--- src/design/sha256mh_pkg.sv ---
// ----------------------------------------------------------------------------
// sha256mh_pkg
// Shared types, constants and sigma functions for the SHA-256 hasher.
// ----------------------------------------------------------------------------
`default_nettype none

package sha256mh_pkg;

  typedef logic [31:0] word_t;
  typedef logic [7:0][31:0] hash_t;  // index 0 is working word a

  // input operation codes
  localparam logic OP_ABSORB = 1'b0;
  localparam logic OP_FINISH = 1'b1;

  // block geometry and padding
  localparam logic [5:0] BYTE_LAST  = 6'd63;
  localparam logic [5:0] LEN_START  = 6'd56;
  localparam logic [5:0] ROUND_LAST = 6'd63;
  localparam logic [2:0] WORD_LAST  = 3'd7;
  localparam logic [7:0] PAD_MARK   = 8'h80;
  localparam logic [63:0] BYTE_BITS = 64'd8;

  localparam word_t INIT_HASH [8] = '{
    32'h6a09e667, 32'hbb67ae85, 32'h3c6ef372, 32'ha54ff53a,
    32'h510e527f, 32'h9b05688c, 32'h1f83d9ab, 32'h5be0cd19
  };

  localparam word_t ROUND_K [64] = '{
    32'h428a2f98, 32'h71374491, 32'hb5c0fbcf, 32'he9b5dba5,
    32'h3956c25b, 32'h59f111f1, 32'h923f82a4, 32'hab1c5ed5,
    32'hd807aa98, 32'h12835b01, 32'h243185be, 32'h550c7dc3,
    32'h72be5d74, 32'h80deb1fe, 32'h9bdc06a7, 32'hc19bf174,
    32'he49b69c1, 32'hefbe4786, 32'h0fc19dc6, 32'h240ca1cc,
    32'h2de92c6f, 32'h4a7484aa, 32'h5cb0a9dc, 32'h76f988da,
    32'h983e5152, 32'ha831c66d, 32'hb00327c8, 32'hbf597fc7,
    32'hc6e00bf3, 32'hd5a79147, 32'h06ca6351, 32'h14292967,
    32'h27b70a85, 32'h2e1b2138, 32'h4d2c6dfc, 32'h53380d13,
    32'h650a7354, 32'h766a0abb, 32'h81c2c92e, 32'h92722c85,
    32'ha2bfe8a1, 32'ha81a664b, 32'hc24b8b70, 32'hc76c51a3,
    32'hd192e819, 32'hd6990624, 32'hf40e3585, 32'h106aa070,
    32'h19a4c116, 32'h1e376c08, 32'h2748774c, 32'h34b0bcb5,
    32'h391c0cb3, 32'h4ed8aa4a, 32'h5b9cca4f, 32'h682e6ff3,
    32'h748f82ee, 32'h78a5636f, 32'h84c87814, 32'h8cc70208,
    32'h90befffa, 32'ha4506ceb, 32'hbef9a3f7, 32'hc67178f2
  };

  function automatic word_t rotr(input word_t x, input int unsigned n);
    return (x >> n) | (x << (32 - n));
  endfunction

  function automatic word_t big_sig0(input word_t x);
    return rotr(x, 2) ^ rotr(x, 13) ^ rotr(x, 22);
  endfunction

  function automatic word_t big_sig1(input word_t x);
    return rotr(x, 6) ^ rotr(x, 11) ^ rotr(x, 25);
  endfunction

  function automatic word_t small_sig0(input word_t x);
    return rotr(x, 7) ^ rotr(x, 18) ^ (x >> 3);
  endfunction

  function automatic word_t small_sig1(input word_t x);
    return rotr(x, 17) ^ rotr(x, 19) ^ (x >> 10);
  endfunction

endpackage

`default_nettype wire

--- src/design/sha256_message_hasher_top.sv ---
// ----------------------------------------------------------------------------
// sha256_message_hasher_top
// Streaming SHA-256 hasher: absorbs message bytes, emits the eight digest words.
// ----------------------------------------------------------------------------
// An absorb word is taken while idle; the 64th byte of a block then starts
// the compression, which holds the input off through 64 rounds in one
// shared round unit and then the chaining add. A finish word feeds the
// padding bytes through the same byte path, one per cycle (64 minus the
// pending bytes), compresses, and when 56 or more bytes were pending pads
// and compresses a second block. The eight
// digest words then leave one per accepted output cycle, word 0 first,
// and the hasher starts over from the initial hash values.
`default_nettype none

module sha256_message_hasher_top
  import sha256mh_pkg::*;
(
  input  wire logic        clk_i,
  input  wire logic        rst_ni,
  input  wire logic        s_axis_tvalid,
  output      logic        s_axis_tready,
  input  wire logic [7:0]  s_axis_tdata,   // [7:0] data_byte
  input  wire logic        s_axis_tuser,   // [0] operation
  output      logic        m_axis_tvalid,
  input  wire logic        m_axis_tready,
  output      logic [31:0] m_axis_tdata,   // [31:0] digest_word
  output      logic [2:0]  m_axis_tuser,   // [2:0] word_index
  output      logic        m_axis_tlast    // last_word
);

  typedef enum logic [2:0] {
    ST_IDLE,
    ST_PAD,
    ST_COMP,
    ST_ADD,
    ST_OUT
  } state_e;

  state_e       state_q, state_d;
  logic [511:0] blk_q, blk_d;      // byte line, oldest byte / word on top
  hash_t        h_q, h_d;          // chaining words
  hash_t        v_q, v_d;          // working words
  logic [5:0]   cnt_q, cnt_d;      // bytes pending in block
  logic [5:0]   rnd_q, rnd_d;
  logic [63:0]  len_q, len_d;      // message bit count
  logic [2:0]   idx_q, idx_d;
  logic         fin_q, fin_d;      // finishing a message
  logic         mark_q, mark_d;    // 0x80 byte already placed
  logic         lenblk_q, lenblk_d;  // current pad block carries the length

  hash_t        v_next;
  word_t        w_next;
  logic [7:0]   pad_byte;
  logic         len_byte;

  // shared round unit
  sha256mh_round u_round (
    .v_i     (v_q),
    .w_i     (blk_q[511:480]),
    .k_i     (ROUND_K[rnd_q]),
    .w1_i    (blk_q[479:448]),
    .w9_i    (blk_q[223:192]),
    .w14_i   (blk_q[63:32]),
    .v_o     (v_next),
    .wnext_o (w_next)
  );

  // padding byte source
  always_comb begin
    len_byte = mark_q && lenblk_q && (cnt_q >= LEN_START);
    if (!mark_q) begin
      pad_byte = PAD_MARK;
    end else if (len_byte) begin
      pad_byte = len_q[63:56];
    end else begin
      pad_byte = 8'h00;
    end
  end

  // sequencer next state
  always_comb begin
    state_d  = state_q;
    blk_d    = blk_q;
    h_d      = h_q;
    v_d      = v_q;
    cnt_d    = cnt_q;
    rnd_d    = rnd_q;
    len_d    = len_q;
    idx_d    = idx_q;
    fin_d    = fin_q;
    mark_d   = mark_q;
    lenblk_d = lenblk_q;
    case (state_q)
      ST_IDLE: begin
        if (s_axis_tvalid) begin
          if (s_axis_tuser == OP_FINISH) begin
            fin_d    = 1'b1;
            mark_d   = 1'b0;
            lenblk_d = (cnt_q < LEN_START);
            state_d  = ST_PAD;
          end else begin
            blk_d = {blk_q[503:0], s_axis_tdata};
            cnt_d = cnt_q + 6'd1;
            len_d = len_q + BYTE_BITS;
            if (cnt_q == BYTE_LAST) begin
              v_d     = h_q;
              rnd_d   = '0;
              state_d = ST_COMP;
            end
          end
        end
      end
      ST_PAD: begin
        blk_d  = {blk_q[503:0], pad_byte};
        cnt_d  = cnt_q + 6'd1;
        mark_d = 1'b1;
        if (len_byte) begin
          len_d = {len_q[55:0], 8'h00};
        end
        if (cnt_q == BYTE_LAST) begin
          v_d     = h_q;
          rnd_d   = '0;
          state_d = ST_COMP;
        end
      end
      ST_COMP: begin
        v_d   = v_next;
        blk_d = {blk_q[479:0], w_next};
        rnd_d = rnd_q + 6'd1;
        if (rnd_q == ROUND_LAST) begin
          state_d = ST_ADD;
        end
      end
      ST_ADD: begin
        for (int i = 0; i < 8; i++) begin
          h_d[i] = h_q[i] + v_q[i];
        end
        if (!fin_q) begin
          state_d = ST_IDLE;
        end else if (lenblk_q) begin
          idx_d   = '0;
          state_d = ST_OUT;
        end else begin
          lenblk_d = 1'b1;
          state_d  = ST_PAD;
        end
      end
      ST_OUT: begin
        if (m_axis_tready) begin
          if (idx_q == WORD_LAST) begin
            for (int i = 0; i < 8; i++) begin
              h_d[i] = INIT_HASH[i];
            end
            fin_d   = 1'b0;
            state_d = ST_IDLE;
          end else begin
            idx_d = idx_q + 3'd1;
          end
        end
      end
      default: begin
        state_d = ST_IDLE;
      end
    endcase
  end

  // state and datapath registers
  always_ff @(posedge clk_i or negedge rst_ni) begin
    if (!rst_ni) begin
      state_q  <= ST_IDLE;
      blk_q    <= '0;
      for (int i = 0; i < 8; i++) begin
        h_q[i] <= INIT_HASH[i];
      end
      v_q      <= '0;
      cnt_q    <= '0;
      rnd_q    <= '0;
      len_q    <= '0;
      idx_q    <= '0;
      fin_q    <= 1'b0;
      mark_q   <= 1'b0;
      lenblk_q <= 1'b0;
    end else begin
      state_q  <= state_d;
      blk_q    <= blk_d;
      h_q      <= h_d;
      v_q      <= v_d;
      cnt_q    <= cnt_d;
      rnd_q    <= rnd_d;
      len_q    <= len_d;
      idx_q    <= idx_d;
      fin_q    <= fin_d;
      mark_q   <= mark_d;
      lenblk_q <= lenblk_d;
    end
  end

  // port outputs
  assign s_axis_tready = (state_q == ST_IDLE);
  assign m_axis_tvalid = (state_q == ST_OUT);
  assign m_axis_tdata  = h_q[idx_q];
  assign m_axis_tuser  = idx_q;
  assign m_axis_tlast  = (idx_q == WORD_LAST);

endmodule

`default_nettype wire

--- src/design/sha256mh_round.sv ---
// ----------------------------------------------------------------------------
// sha256mh_round
// One SHA-256 round plus the next message schedule word, reused every cycle.
// ----------------------------------------------------------------------------
`default_nettype none

module sha256mh_round
  import sha256mh_pkg::*;
(
  input  hash_t v_i,        // working words a..h
  input  word_t w_i,        // schedule word of this round
  input  word_t k_i,        // round constant
  input  word_t w1_i,       // schedule word t+1
  input  word_t w9_i,       // schedule word t+9
  input  word_t w14_i,      // schedule word t+14
  output hash_t v_o,
  output word_t wnext_o     // schedule word t+16
);

  word_t t1;
  word_t t2;
  word_t ch;
  word_t maj;

  // round function
  always_comb begin
    ch  = (v_i[4] & v_i[5]) ^ (~v_i[4] & v_i[6]);
    maj = (v_i[0] & v_i[1]) ^ (v_i[0] & v_i[2]) ^ (v_i[1] & v_i[2]);
    t1  = v_i[7] + big_sig1(v_i[4]) + ch + k_i + w_i;
    t2  = big_sig0(v_i[0]) + maj;
    v_o[7] = v_i[6];
    v_o[6] = v_i[5];
    v_o[5] = v_i[4];
    v_o[4] = v_i[3] + t1;
    v_o[3] = v_i[2];
    v_o[2] = v_i[1];
    v_o[1] = v_i[0];
    v_o[0] = t1 + t2;
  end

  // message schedule expansion
  assign wnext_o = small_sig1(w14_i) + w9_i + small_sig0(w1_i) + w_i;

endmodule

`default_nettype wire

--- config.mk ---
export PLATFORM = sky130hd
export DESIGN_NAME = sha256_message_hasher_top
export DESIGN_NICKNAME = d
export VERILOG_FILES = /design/src/design/sha256mh_pkg.sv /design/src/design/sha256_message_hasher_top.sv /design/src/design/sha256mh_round.sv
export SDC_FILE = /design/constraint.sdc
export NUM_CORES = 2
export LEC_CHECK = 0
export BUFFER_PORTS_ARGS = -buffer_cell sky130_fd_sc_hd__buf_2
export CAP_MARGIN = 20
export CORE_UTILIZATION = 65
export CTS_CLUSTER_SIZE = 24
export DETAILED_ROUTE_END_ITERATION = 12
export PLACE_DENSITY = 0.9
export SLEW_MARGIN = 20
export SYNTH_ARGS = -nofsm -noshare
export SYNTH_HDL_FRONTEND = slang
export SYNTH_HIERARCHICAL = 1
export SYNTH_SLANG_ARGS = --single-unit
--- constraint.sdc ---
create_clock -name clk_i -period 25.9 [get_ports clk_i]
set_input_delay 2.59 -clock clk_i [delete_from_list [all_inputs] [get_ports clk_i]]
set_output_delay 2.59 -clock clk_i [all_outputs]
set_load 0.1 [all_outputs]
==> results.toml <==
[worst_setup_path]
critPathSlowestCell = "sky130_fd_sc_hd__ha_1"
critical_path.max_stage_delay_ns = 1.04
reg2reg_from = "rnd_q[0]"
r2r_endpoint = "v_q[29]"
cp_common_cell = "sky130_fd_sc_hd__fa_1"
crit_type = "reg -> reg"
critical_path.endpoint = "v_q[29]"
worst-endpoint-arrival_ns = 11.64
internal_reg_to_reg_setup_slack_ns = 14.95
timing.critical_path.max_delay_family = "adder cells"
worst-endpoint-required_ns = 26.59
cp_num_buf_inv = 5
cp_num_cells = 36
crit_start = "rnd_q[0]"
worstSetupStartpointType = "register"
worst-r2r-cell-count = 36
worst_setup_path_end_kind = "register"
critical_path_peak_fanout = 36

[placement]
place.gp.congestion = 1.040
hpwl_um = 178100
count_of_input_and_output_buffers = 50

[route]
num_vias = 69960
antenna_violating_nets_post_route = 0
detail_route.wirelength_um = 252800
route.detailed.drc = 0
routed_wire_length_per_instance_um = 23.99
via_per_instance_ratio = 6.637
dr_pass1_iterations = 9
drtIter0Drc = 8025

[floorplanning]
fp.coreArea_mm2 = 0.1235
rows = 129
pin_count = 51
chipWidth_um = 354.6
die-area_mm2 = 0.1258
start_util_pct = 65.46
chipHeight_um = 354.6

[global_route]
grt_remaining_overflow = 0
first_global_vias = 67530
grt_pass1_wl_um = 388300
grt_util_all_layers_pct = 39.45
grt_antenna_before_repair = 10
grt_max_degree = 298

[timing]
finalSetupTns_ns = 0
hold_viol_final = 0
worst_pin_slew_ns = 1.173
grt_setup_unrepaired = "no"
timing.max_slew.rel_slack_pct = 21.78
final.min_clock_period_ns = 10.95
setup_viol = 0
finalClockSkew_ns = 0.04494
finalMaxSlewViolations = 0
fin_crit_sh_pct = 42.27
max_freq_ghz = 0.09134

[cts]
max-clock-path-buffers = 3
cts_tree = "yes"
cts.htree.levels = 3
root_buffer = "sky130_fd_sc_hd__clkbuf_16"
clkSinkCount = 1106
cts_hold_repair.buffers = 0
clk_latency_worst_skew_pair_ns = 0.79
ctsResizeCount = 0
total_clock_buffers_created_by_cts = 118
postCtsSetupBuffers = 0
clock_pin_slew_on_the_worst_setup_and_hold_paths_ns = 0.06

[finish]
commonest_non_fill_non_tap_cell_in_the_layout = "sky130_fd_sc_hd__nand2_1"
areaGrowthSynthToFinish_pct = 5.176
num-nets-final = 9398
n_fill_cell = 9176
mostFrequentLayoutCells = "1440 x sky130_fd_sc_hd__nand2_1, 965 x sky130_fd_sc_hd__dfrtp_1, 953 x sky130_fd_sc_hd__o21ai_0"
post_route_cells_drive_above_1_share_pct = 7.662

[synth]
syn-cell-area_mm2 = 0.08083
synth-async-reset-ratio_pct = 100.0
synth_enable_flop_cells = 0
yosysWarnings = 6
synth-seq-area-share_pct = 34.45
synth_cell_type_count = 108
postSynth.topFlopCell = "sky130_fd_sc_hd__dfrtp_1"
synth_fp_nets = 9844
synthCells = 9242
synth-seq-cells = 1106
synth.avg_cell_area_um2 = 8.746

[status]
status = "finished, final reports clean"

[hold_path]
worst_hold_path_type = "reg -> reg"
hold_path_startpoint = "cnt_q[5]"

[run]
max_capacitance_violation_count = 0
per-stage QoR:
stage | cells | setup WS, ns | hold WS, ns | utilization [%] | area (um^2)
2_1_floorplan | 9242 | 17.47 | 0.4348 | - | 80830
3_3_place_gp | 10310 | 15.30 | 0.4503 | 65.24 | 80560
3_5_place_dp | 10310 | 15.20 | 0.4615 | 65.24 | 80560
4_1_cts | 10540 | 15.12 | 0.4809 | 68.79 | 84940
5_1_grt | 10540 | 14.37 | 0.4865 | 68.85 | 85010
6_report | 10540 | 14.95 | 0.4841 | 68.85 | 85010
area by class of cell:
type,count,area (um^2),share of cell area (%)
clock inverter,51,928.4,1.092
inverter,449,1693,1.991
tap,1637,2048,2.409
timing repair buffer,128,1010,1.188
sequential,1106,27860,32.77
multi-input combinational,6993,48020,56.48
antenna,3,7.507,0.008831
clock buffer,174,3453,4.062
cell usage after synthesis (all sizes together), types with 91 or more instances:
cell / count / area [um^2]
a21o: 187 / 1404
clkbuf: 447 / 1679
mux2i: 518 / 5185
buf: 247 / 1665
nand2: 1441 / 5409
nor2: 673 / 2526
fa: 195 / 3904
ha: 394 / 4930
inv: 446 / 1674
dfstp: 136 / 3573
a31oi: 304 / 1932
dfrtp: 970 / 24270
nand3: 103 / 520.5
xnor2: 359 / 3144
a21oi: 583 / 2929
o21ai: 965 / 4841
xor2: 223 / 1953
nor3: 91 / 460.4
how the worst min path moves through the flow:
stage	slack [ns]	depth (start not counted)	to
after global placement	0.45	1	cnt_q[5]
after floorplan	0.43	1	cnt_q[5]
final	0.48	1	cnt_q[5]
after detailed placement	0.46	1	cnt_q[5]
after CTS	0.48	1	cnt_q[5]
after global routing	0.49	1	cnt_q[5]
sequential cells by signal (all words and copies together), names as in the netlist, 3 cells and up:
signal        flops
blk_q           512
cnt_q             6
h_q             256
len_q            61
m_axis_tuser      3
rnd_q             6
state_q           3
v_q             256
cells by family (layout without fill, tap and decap cells):
group | after synthesis | in the layout | share of synthesized area, %
simple gates | 2605 | 2605 | 13.48
compound gates | 2554 | 2554 | 19.10
buf+inv | 1143 | 802 | 6.223
flops | 1106 | 1106 | 34.45
mux | 660 | 660 | 9.480
fa+ha+maj | 592 | 592 | 10.97
xor+xnor | 582 | 582 | 6.306
other cells | 0 | 3 | 0
per-layer routing:
layer,vias up,global-route usage (%),wire length (um)
li1,31210,-,-
met1,33870,50.20,94440
met2,3893,61.71,114500
met3,979,8.031,24960
met4,2,24.98,18920
met5,-,0,11
Power is left out: the tool's default activity adds up to more than one toggle a clock period on the data nets, which glitch-free logic cannot reach.
